--- src/hw/rtl/plta_pkg.sv ---
package plta_pkg;

	// counter width default, handed to the top level parameter
	localparam int COUNTER_BITS_DEF = 32;

	// fixed field widths
	localparam int ACTION_W = 3;
	localparam int VALUE_W  = 32;
	localparam int AHEAD_W  = 16;
	localparam int PERIOD_W = 16;
	localparam int OUT_W    = 32;

	localparam logic [PERIOD_W-1:0] PERIOD_RESET = 16'd256;

	typedef enum logic [ACTION_W-1:0] {
		ACT_TICK          = 3'd0,
		ACT_STRETCH_BEGIN = 3'd1,
		ACT_STRETCH_END   = 3'd2,
		ACT_ONE_SHOT      = 3'd3,
		ACT_REANCHOR      = 3'd4
	} action_t;

endpackage

--- src/hw/rtl/plta_if.sv ---
interface plta_evt_if import plta_pkg::*; ();
	logic                valid;
	logic                ready;
	logic [ACTION_W-1:0] action;
	logic [VALUE_W-1:0]  counter_value;
	logic [AHEAD_W-1:0]  stretch_ticks;
	logic                counting_ok;

	modport source (output valid, action, counter_value, stretch_ticks, counting_ok,
		input ready);
	modport sink (input valid, action, counter_value, stretch_ticks, counting_ok,
		output ready);
endinterface

interface plta_res_if import plta_pkg::*; ();
	logic             valid;
	logic             ready;
	logic [OUT_W-1:0] ticks_credited;
	logic             arm_valid;
	logic [OUT_W-1:0] compare_delta;
	logic             accepted;

	modport source (output valid, ticks_credited, arm_valid, compare_delta, accepted,
		input ready);
	modport sink (input valid, ticks_credited, arm_valid, compare_delta, accepted,
		output ready);
endinterface

interface plta_cfg_if import plta_pkg::*; ();
	logic                valid;
	logic                ready;
	logic [PERIOD_W-1:0] data;

	modport source (output valid, data, input ready);
	modport sink (input valid, data, output ready);
endinterface

--- src/hw/rtl/plta_div.sv ---
// Restoring divider, one quotient bit per cycle.
module plta_div import plta_pkg::*; #(
	parameter int W = COUNTER_BITS_DEF
) (
	input  logic                clk,
	input  logic                arst_n,
	input  logic                start,
	input  logic [W-1:0]        dividend,
	input  logic [PERIOD_W-1:0] divisor,
	output logic                busy,
	output logic                done,
	output logic [W-1:0]        quotient,
	output logic [PERIOD_W-1:0] remainder
);

	localparam int CNT_W = $clog2(W);

	logic [W-1:0]        quo_q;
	logic [PERIOD_W-1:0] rem_q;
	logic [CNT_W-1:0]    cnt_q;
	logic                busy_q;
	logic                done_q;

	logic [PERIOD_W:0]   trial;
	logic [PERIOD_W:0]   diff;
	logic                fits;
	logic [PERIOD_W-1:0] rem_next;

	// partial remainder stays below the divisor, so 17 bits cover the trial
	assign trial    = {rem_q, quo_q[W-1]};
	assign diff     = trial - {1'b0, divisor};
	assign fits     = ~diff[PERIOD_W];
	assign rem_next = fits ? diff[PERIOD_W-1:0] : trial[PERIOD_W-1:0];

	always_ff @(posedge clk) begin
		if (start) begin
			quo_q <= dividend;
			rem_q <= '0;
		end else if (busy_q) begin
			quo_q <= {quo_q[W-2:0], fits};
			rem_q <= rem_next;
		end
	end

	always_ff @(posedge clk or negedge arst_n) begin
		if (!arst_n) begin
			busy_q <= 1'b0;
			done_q <= 1'b0;
			cnt_q  <= '0;
		end else begin
			done_q <= 1'b0;
			if (start) begin
				busy_q <= 1'b1;
				cnt_q  <= CNT_W'(W - 1);
			end else if (busy_q) begin
				if (cnt_q == '0) begin
					busy_q <= 1'b0;
					done_q <= 1'b1;
				end else begin
					cnt_q <= cnt_q - 1'b1;
				end
			end
		end
	end

	assign busy      = busy_q;
	assign done      = done_q;
	assign quotient  = quo_q;
	assign remainder = rem_q;

endmodule

--- src/hw/rtl/plta_mul.sv ---
// Shift-add multiplier, one multiplier bit per cycle.
module plta_mul import plta_pkg::*; (
	input  logic                         clk,
	input  logic                         arst_n,
	input  logic                         start,
	input  logic [PERIOD_W-1:0]          mcand,
	input  logic [AHEAD_W-1:0]           mplr,
	output logic                         busy,
	output logic                         done,
	output logic [PERIOD_W+AHEAD_W-1:0]  product
);

	localparam int PROD_W = PERIOD_W + AHEAD_W;
	localparam int CNT_W  = $clog2(AHEAD_W);

	logic [PROD_W-1:0]  mcand_q;
	logic [AHEAD_W-1:0] mplr_q;
	logic [PROD_W-1:0]  acc_q;
	logic [CNT_W-1:0]   cnt_q;
	logic               busy_q;
	logic               done_q;

	always_ff @(posedge clk) begin
		if (start) begin
			mcand_q <= PROD_W'(mcand);
			mplr_q  <= mplr;
			acc_q   <= '0;
		end else if (busy_q) begin
			if (mplr_q[0]) begin
				acc_q <= acc_q + mcand_q;
			end
			mcand_q <= {mcand_q[PROD_W-2:0], 1'b0};
			mplr_q  <= {1'b0, mplr_q[AHEAD_W-1:1]};
		end
	end

	always_ff @(posedge clk or negedge arst_n) begin
		if (!arst_n) begin
			busy_q <= 1'b0;
			done_q <= 1'b0;
			cnt_q  <= '0;
		end else begin
			done_q <= 1'b0;
			if (start) begin
				busy_q <= 1'b1;
				cnt_q  <= CNT_W'(AHEAD_W - 1);
			end else if (busy_q) begin
				if (cnt_q == '0) begin
					busy_q <= 1'b0;
					done_q <= 1'b1;
				end else begin
					cnt_q <= cnt_q - 1'b1;
				end
			end
		end
	end

	assign busy    = busy_q;
	assign done    = done_q;
	assign product = acc_q;

endmodule

--- src/hw/rtl/phase_locked_tick_accountant.sv ---
// Events that credit ticks run the serial divider (one quotient bit per cycle), a
// stretch begin runs the 16-step serial multiply, and all other events go straight
// to the output register.
// One event at a time; the next is taken the cycle after the result is loaded into
// the output register.
// Reset (arst_n low, asynchronous): tick_period = 256, anchor = 0, no stretch open.
module phase_locked_tick_accountant import plta_pkg::*; #(
	parameter int COUNTER_BITS = COUNTER_BITS_DEF
) (
	input logic        clk,
	input logic        arst_n,
	plta_evt_if.sink   evt,
	plta_res_if.source res,
	plta_cfg_if.sink   cfg
);

	localparam int CB = COUNTER_BITS;

	// one-hot sequencer
	typedef enum logic [2:0] {
		ST_IDLE = 3'b001,
		ST_BUSY = 3'b010,
		ST_PUSH = 3'b100
	} state_t;

	// decoded event: which engine runs and how the state moves
	typedef struct packed {
		logic do_div;        // credit whole ticks
		logic do_mul;        // stretch span
		logic arm;
		logic close_stretch;
		logic open_stretch;
		logic reanchor;
		logic refused;
	} op_t;

	state_t              state_q;
	op_t                 op_d;
	op_t                 op_q;
	logic [PERIOD_W-1:0] tick_period_q;
	logic [CB-1:0]       tick_anchor_q;
	logic                stretch_open_q;
	logic [CB-1:0]       now_q;
	logic [CB-1:0]       elapsed_q;

	logic                evt_fire;
	logic                push;
	logic [CB-1:0]       elapsed_d;

	// output register
	logic                res_valid_q;
	logic [OUT_W-1:0]    res_credited_q;
	logic                res_arm_q;
	logic [OUT_W-1:0]    res_delta_q;
	logic                res_accepted_q;

	// engines
	logic                div_busy;
	logic                div_done;
	logic [CB-1:0]       div_quo;
	logic [PERIOD_W-1:0] div_rem;
	logic                mul_busy;
	logic                mul_done;
	logic [OUT_W-1:0]    mul_prod;

	logic [OUT_W-1:0]    credited;
	logic [OUT_W-1:0]    delta;
	logic [OUT_W-1:0]    into_ext;

	assign evt_fire  = evt.valid && evt.ready;
	assign evt.ready = (state_q == ST_IDLE);
	assign cfg.ready = 1'b1;

	// wrapping distance from the anchor, low COUNTER_BITS of the sample only
	assign elapsed_d = evt.counter_value[CB-1:0] - tick_anchor_q;

	always_comb begin
		op_d = '0;
		case (evt.action)
			ACT_TICK: begin
				op_d.do_div        = 1'b1;
				op_d.arm           = 1'b1;
				op_d.close_stretch = 1'b1;
			end
			ACT_STRETCH_BEGIN: begin
				if (evt.counting_ok) begin
					op_d.do_mul       = 1'b1;
					op_d.arm          = 1'b1;
					op_d.open_stretch = 1'b1;
				end else begin
					op_d.refused = 1'b1;
				end
			end
			ACT_STRETCH_END: begin
				// no stretch open: nothing is credited or armed
				if (stretch_open_q) begin
					op_d.do_div        = 1'b1;
					op_d.arm           = 1'b1;
					op_d.close_stretch = 1'b1;
				end
			end
			ACT_ONE_SHOT: begin
				// credits only inside a stretch, never arms
				op_d.do_div = stretch_open_q;
			end
			ACT_REANCHOR: begin
				op_d.reanchor      = 1'b1;
				op_d.arm           = 1'b1;
				op_d.close_stretch = 1'b1;
			end
			default: begin
				op_d = '0;
			end
		endcase
	end

	plta_div #(
		.W (CB)
	) u_div (
		.clk       (clk),
		.arst_n    (arst_n),
		.start     (evt_fire && op_d.do_div),
		.dividend  (elapsed_d),
		.divisor   (tick_period_q),
		.busy      (div_busy),
		.done      (div_done),
		.quotient  (div_quo),
		.remainder (div_rem)
	);

	plta_mul u_mul (
		.clk     (clk),
		.arst_n  (arst_n),
		.start   (evt_fire && op_d.do_mul),
		.mcand   (tick_period_q),
		.mplr    (evt.stretch_ticks),
		.busy    (mul_busy),
		.done    (mul_done),
		.product (mul_prod)
	);

	// result is loaded once the output register is free or being drained
	assign push = (state_q == ST_PUSH) && (!res_valid_q || res.ready);

	// The remainder of the divide is exactly the phase left after crediting, so the
	// new anchor is now - rem and the boundary delta is period - rem (always >= 1).
	assign into_ext = OUT_W'(elapsed_q);
	assign credited = op_q.do_div ? OUT_W'(div_quo) : '0;

	always_comb begin
		delta = '0;
		if (op_q.reanchor) begin
			delta = OUT_W'(tick_period_q);
		end else if (op_q.do_mul) begin
			// stretch target, not reduced to the counter width
			delta = (mul_prod > into_ext) ? (mul_prod - into_ext) : OUT_W'(1);
		end else if (op_q.do_div && op_q.arm) begin
			delta = OUT_W'(tick_period_q - div_rem);
		end
	end

	// event payload capture
	always_ff @(posedge clk) begin
		if (evt_fire) begin
			now_q     <= evt.counter_value[CB-1:0];
			elapsed_q <= elapsed_d;
		end
	end

	always_ff @(posedge clk) begin
		if (push) begin
			res_credited_q <= credited;
			res_arm_q      <= op_q.arm;
			res_delta_q    <= delta;
			res_accepted_q <= !op_q.refused;
		end
	end

	always_ff @(posedge clk or negedge arst_n) begin
		if (!arst_n) begin
			state_q        <= ST_IDLE;
			op_q           <= '0;
			tick_period_q  <= PERIOD_RESET;
			tick_anchor_q  <= '0;
			stretch_open_q <= 1'b0;
			res_valid_q    <= 1'b0;
		end else begin
			// zero period is floored to one
			if (cfg.valid && cfg.ready) begin
				tick_period_q <= (cfg.data == '0) ? PERIOD_W'(1) : cfg.data;
			end

			if (push) begin
				res_valid_q <= 1'b1;
			end else if (res.ready) begin
				res_valid_q <= 1'b0;
			end

			case (state_q)
				ST_IDLE: begin
					if (evt_fire) begin
						op_q    <= op_d;
						state_q <= (op_d.do_div || op_d.do_mul) ? ST_BUSY : ST_PUSH;
					end
				end
				ST_BUSY: begin
					if ((op_q.do_div && div_done) || (op_q.do_mul && mul_done)) begin
						state_q <= ST_PUSH;
					end
				end
				ST_PUSH: begin
					if (push) begin
						// commit state with the transaction
						if (op_q.reanchor) begin
							tick_anchor_q <= now_q;
						end else if (op_q.do_div) begin
							tick_anchor_q <= now_q - CB'(div_rem);
						end
						if (op_q.close_stretch) begin
							stretch_open_q <= 1'b0;
						end else if (op_q.open_stretch) begin
							stretch_open_q <= 1'b1;
						end
						state_q <= ST_IDLE;
					end
				end
				default: begin
					state_q <= ST_IDLE;
				end
			endcase
		end
	end

	assign res.valid          = res_valid_q;
	assign res.ticks_credited = res_credited_q;
	assign res.arm_valid      = res_arm_q;
	assign res.compare_delta  = res_delta_q;
	assign res.accepted       = res_accepted_q;

`ifndef SYNTHESIS
	a_period_nonzero: assert property (@(posedge clk) disable iff (!arst_n)
		tick_period_q != '0)
		else $error("tick period is zero");

	a_div_rem: assert property (@(posedge clk) disable iff (!arst_n)
		div_done |-> (div_rem < tick_period_q))
		else $error("divider remainder not below period");

	a_idle_engines: assert property (@(posedge clk) disable iff (!arst_n)
		(state_q == ST_IDLE) |-> (!div_busy && !mul_busy))
		else $error("engine running while idle");

	a_refused_quiet: assert property (@(posedge clk) disable iff (!arst_n)
		(res.valid && !res.accepted) |-> (!res.arm_valid && res.ticks_credited == '0))
		else $error("refused stretch armed or credited");

	a_arm_delta: assert property (@(posedge clk) disable iff (!arst_n)
		(res.valid && res.arm_valid) |-> (res.compare_delta != '0))
		else $error("armed with zero delta");
`endif

endmodule
--- src/flat_wrapper.sv ---
// flat-port wrapper written by rule: the top's interface ports become plain ports
module phase_locked_tick_accountant_flat import plta_pkg::*;
#(
	parameter int COUNTER_BITS = COUNTER_BITS_DEF
)
  (clk, arst_n, evt_valid, evt_action, evt_counter_value, evt_stretch_ticks, evt_counting_ok, evt_ready, res_valid, res_ticks_credited, res_arm_valid, res_compare_delta, res_accepted, res_ready, cfg_valid, cfg_data, cfg_ready);
  plta_evt_if evt_i ();
  plta_res_if res_i ();
  plta_cfg_if cfg_i ();
  input logic clk;
  input logic arst_n;
  input wire logic [$bits(evt_i.valid)-1:0] evt_valid;
  input wire logic [$bits(evt_i.action)-1:0] evt_action;
  input wire logic [$bits(evt_i.counter_value)-1:0] evt_counter_value;
  input wire logic [$bits(evt_i.stretch_ticks)-1:0] evt_stretch_ticks;
  input wire logic [$bits(evt_i.counting_ok)-1:0] evt_counting_ok;
  output wire logic [$bits(evt_i.ready)-1:0] evt_ready;
  output wire logic [$bits(res_i.valid)-1:0] res_valid;
  output wire logic [$bits(res_i.ticks_credited)-1:0] res_ticks_credited;
  output wire logic [$bits(res_i.arm_valid)-1:0] res_arm_valid;
  output wire logic [$bits(res_i.compare_delta)-1:0] res_compare_delta;
  output wire logic [$bits(res_i.accepted)-1:0] res_accepted;
  input wire logic [$bits(res_i.ready)-1:0] res_ready;
  input wire logic [$bits(cfg_i.valid)-1:0] cfg_valid;
  input wire logic [$bits(cfg_i.data)-1:0] cfg_data;
  output wire logic [$bits(cfg_i.ready)-1:0] cfg_ready;
  assign evt_i.valid = evt_valid;
  assign evt_i.action = evt_action;
  assign evt_i.counter_value = evt_counter_value;
  assign evt_i.stretch_ticks = evt_stretch_ticks;
  assign evt_i.counting_ok = evt_counting_ok;
  assign evt_ready = evt_i.ready;
  assign res_valid = res_i.valid;
  assign res_ticks_credited = res_i.ticks_credited;
  assign res_arm_valid = res_i.arm_valid;
  assign res_compare_delta = res_i.compare_delta;
  assign res_accepted = res_i.accepted;
  assign res_i.ready = res_ready;
  assign cfg_i.valid = cfg_valid;
  assign cfg_i.data = cfg_data;
  assign cfg_ready = cfg_i.ready;
  phase_locked_tick_accountant #(.COUNTER_BITS(COUNTER_BITS)) u_core (.clk(clk), .arst_n(arst_n), .evt(evt_i), .res(res_i), .cfg(cfg_i));
endmodule
--- config.mk ---
export PLATFORM = sky130hd
export DESIGN_NAME = phase_locked_tick_accountant_flat
export DESIGN_NICKNAME = d
export VERILOG_FILES = /design/src/hw/rtl/plta_pkg.sv /design/src/hw/rtl/plta_if.sv /design/src/hw/rtl/plta_div.sv /design/src/hw/rtl/plta_mul.sv /design/src/hw/rtl/phase_locked_tick_accountant.sv /design/src/flat_wrapper.sv
export SDC_FILE = /design/constraint.sdc
export NUM_CORES = 1
export LEC_CHECK = 0
export ABC_AREA = 0
export BUFFER_PORTS_ARGS = -buffer_cell sky130_fd_sc_hd__clkbuf_2
export CORE_UTILIZATION = 45
export DETAILED_ROUTE_END_ITERATION = 6
export GPL_ROUTABILITY_DRIVEN = 0
export SKIP_LAST_GASP = 1
export SYNTH_ARGS = -nofsm -noshare
export SYNTH_HDL_FRONTEND = slang
export SYNTH_SLANG_ARGS = --single-unit
--- constraint.sdc ---
create_clock -name clk -period 5.84 [get_ports clk]
set_input_delay 1.168 -clock clk [delete_from_list [all_inputs] [get_ports clk]]
set_output_delay 1.168 -clock clk [all_outputs]
set_load 0.05 [all_outputs]
==> qor.yml <==
finish:
  drive_gt1_share_pct: 11.4
  nNetsFinal: 2537
  fin_cells: 2936
  final_core_util_pct: 51.6
  final_cell_area_sq_um: 23000
  fill_cells: 4141
  area_growth_pct: 12.1
  num_antenna_cells: 0
floorplan:
  start_util_pct: 46.0
  dieArea_sq_um: 46400
  io_pins: 142
  design.core.area_sq_um: 44500
  rows: 77
  die_w_um: 215
  fp.dieH_um: 215
place:
  place_inst: 2864
  io_buffers: 140
  post_dp_cell_area_sq_um: 21700
  pre_cts_ws_ns: 1.66
  hpwl_mm: 40.4
detailed_routing:
  drc: 0
  wl_met3_mm: 2.47
  top_layer: "met4"
  wl_mm: 53.2
  wl_met1_mm: 25.1
  via_per_inst: 5.58
  route.vias.total: 16374
  wl_per_cell_um: 18.1
  wl_met2_mm: 24.2
  drt_iter0_drc: 984
  dr.pass1.iters: 7
  drtAntennaViolNets: 0
clock_network:
  cts_hold_buf: 0
  cts_buffer_depth: 3
  postCtsSetupBuffers: 0
  cts.sinks: 330
  clk_pin_slew_ns: 0.06
  clkLatencyLatePin_ns: 0.57
  cts_tree: "built"
  cts-buffers-inserted: 39
  htreeDepth: 2
  clockRootBuffer: "clkbuf_16"
  postCtsResizedCells: 0
critical_path:
  required_ns: 6.10
  worst-path-max-fanout: 12
  rrSetupSlack_ns: 1.95
  crit-reg2reg-capture: "u_core.res.compare_delta[10]"
  reg2reg_depth: 13
  crit_arrival_ns: 4.15
  r2r-start: "u_core.u_mul.product[0]"
  path_class: "flip-flop to flip-flop"
  end_kind: "flip-flop"
  cp-start-kind: "flip-flop"
global_route:
  grt_antenna_before_repair: 0
  grt_pass1_wl_mm: 83.6
  grt_max_degree: 65
  track_usage_pct: 22.9
  grt_remaining_overflow: 0
  grt_pass1_vias: 15725
power_and_ir_drop:
  peakVddDrop_v: 0.000187
  leakage_uw: 0.00995
  powerDensity_nw_per_um2: 292
timing:
  postLayoutSetupSlackWorst_ns: 1.95
  fmax_ghz: 0.257
  hold_viol: 0
  setup_violations: 0
  clock_skew_ns: 0.0226
  relSlewSlack_pct: 36.3
  fin_setup_tns_ns: 0
  drv_slew: 0
  period_minus_slack_ns: 3.89
  post-route-period-util_pct: 66.7
  rsz0062_at_grt: "no"
  worst_pin_slew_ns: 0.956
synthesis:
  post-synth-top-area-cell: "edfxtp_1"
  ys.flop_type: "edfxtp_1"
  ys_warn_count: 0
  synth_area_per_cell_sq_um: 9.32
  synthesis.nets: 2421
  yosysSeqAreaShare_pct: 43.5
  synth_area_leaders: "edfxtp_1 28%, ha_1 8.9%, dfrtp_1 8.6%, dfxtp_1 6.3%, nand2_1 5.4%"
  async_flop_share_pct: 21.8
  synth_seq_cells: 330
  syn_inst: 2197
  netlist_area_sq_um: 20500
  synth_edf_count: 194
  synthDistinctLibCells: 92
  yosysTopAreaCellShare_pct: 28.5
hold_path:
  hp-class: "flip-flop to flip-flop"
  min_to: "u_core.stretch_open_q"
  min_path_cells: 1
  min-delay-start: "u_core.op_q[3]"
flow_run:
  maxCapViolCount: 0
run_status:
  status: "completed"
-- synth_stat cells, types with 18 or more instances --
cell,number
a211oi_1,22
a21o_1,59
a21oi_1,172
a31oi_1,20
and2_1,44
and3_1,21
clkbuf_1,66
dfrtp_1,70
dfxtp_1,64
edfxtp_1,194
ha_1,145
inv_1,159
mux2i_1,37
nand2_1,292
nand2b_1,18
nand3_1,60
nor2_1,129
nor2b_1,22
nor3_1,29
o21a_1,20
o21ai_0,153
o21bai_1,23
xnor2_1,69
xor2_1,43
-- registers in the layout (all words and copies together), names as in the netlist, 32 cells and up --
signal,flops
u_core.elapsed_q,32
u_core.now_q,32
u_core.res.compare_delta,32
u_core.res.ticks_credited,32
u_core.tick_anchor_q,32
u_core.u_div.quotient,32
u_core.u_mul.mcand_q,32
u_core.u_mul.product,32
-- how the worst max path moves through the flow --
stage                             from                           end  cells after the start
2_1_floorplan                res_ready      u_core.tick_anchor_q[20]                      8
3_3_place_gp      evt_counter_value[0]     u_core.u_div.quotient[28]                     13
3_5_place_dp      evt_counter_value[0]     u_core.u_div.quotient[28]                     13
4_1_cts        u_core.u_mul.product[0]   u_core.res.compare_delta[9]                     13
5_1_grt        u_core.u_mul.product[0]  u_core.res.compare_delta[11]                     13
6_report       u_core.u_mul.product[0]  u_core.res.compare_delta[10]                     13
-- worst max-delay path, stage by stage, from the launching register on --
cell and delay [ns]:
dfxtp_1 0.32, inv_1 0.07, ha_1 0.17, inv_1 0.06, fa_1 0.46, a21o_1 0.18
a21oi_1 0.33, o21ai_1 0.19, o2111ai_1 0.40, a21boi_1 0.15, o211ai_2 0.64, inv_4 0.18
a221oi_1 0.36, a21oi_1 0.09
-- kinds of logic after synthesis --
group	Yosys count	share of synthesized area, %
AND/OR/NAND/NOR	699	16.0
flip-flops	330	43.5
AO/OA/AOI/OAI	610	18.9
XOR/XNOR	113	4.93
multiplexers	52	2.63
adder cells (fa/ha/maj)	151	9.45
buffers and inverters	241	4.58
other	1	0.0183
-- layout by cell type (no fill, tap or decap), drive strengths merged, types with 20 or more instances in the layout --
cell type	n
xor2	43
edfxtp	194
o21a	20
a21oi	178
nor2	129
nor2b	23
a21o	59
o21ai	165
xnor2	70
dfrtp	70
ha	145
and2	47
nor3	30
a211oi	22
o21bai	23
dfxtp	64
clkbuf	196
mux2i	37
inv	162
nand3	60
and3	21
nand2	292
a31oi	20
-- power by group --
group / internal, uW / total, uW / switching, uW
clock network: 1370 / 2350 / 985
registers: 2520 / 2590 / 66.7
logic: 740 / 1770 / 1030
total: 4630 / 6710 / 2080
-- per-layer routing --
layer	vias up	global-route usage, %
met5	-	0
met4	0	7.35
met3	78	2.93
met2	438	36.8
met1	7732	31.8
li1	8126	-
-- stage by stage --
stage | hold WS (ns) | power (uW)
5_1_grt | 0.461 | 7070
3_5_place_dp | 0.448 | 4360
3_3_place_gp | 0.428 | 4340
4_1_cts | 0.455 | 6750
6_report | 0.451 | 6710
2_1_floorplan | 0.419 | 3990
-- area by class of cell --
type,instances,area [sq um],area share (%)
clock buffer,57,1100,4.81
clock inverter,15,134,0.583
inverter,161,607,2.64
multi-input combinational,1626,10600,46.4
sequential,330,8910,38.8
tap,592,741,3.23
timing repair buffer,155,816,3.55
Note: power is estimated with default switching activity, not from simulation.
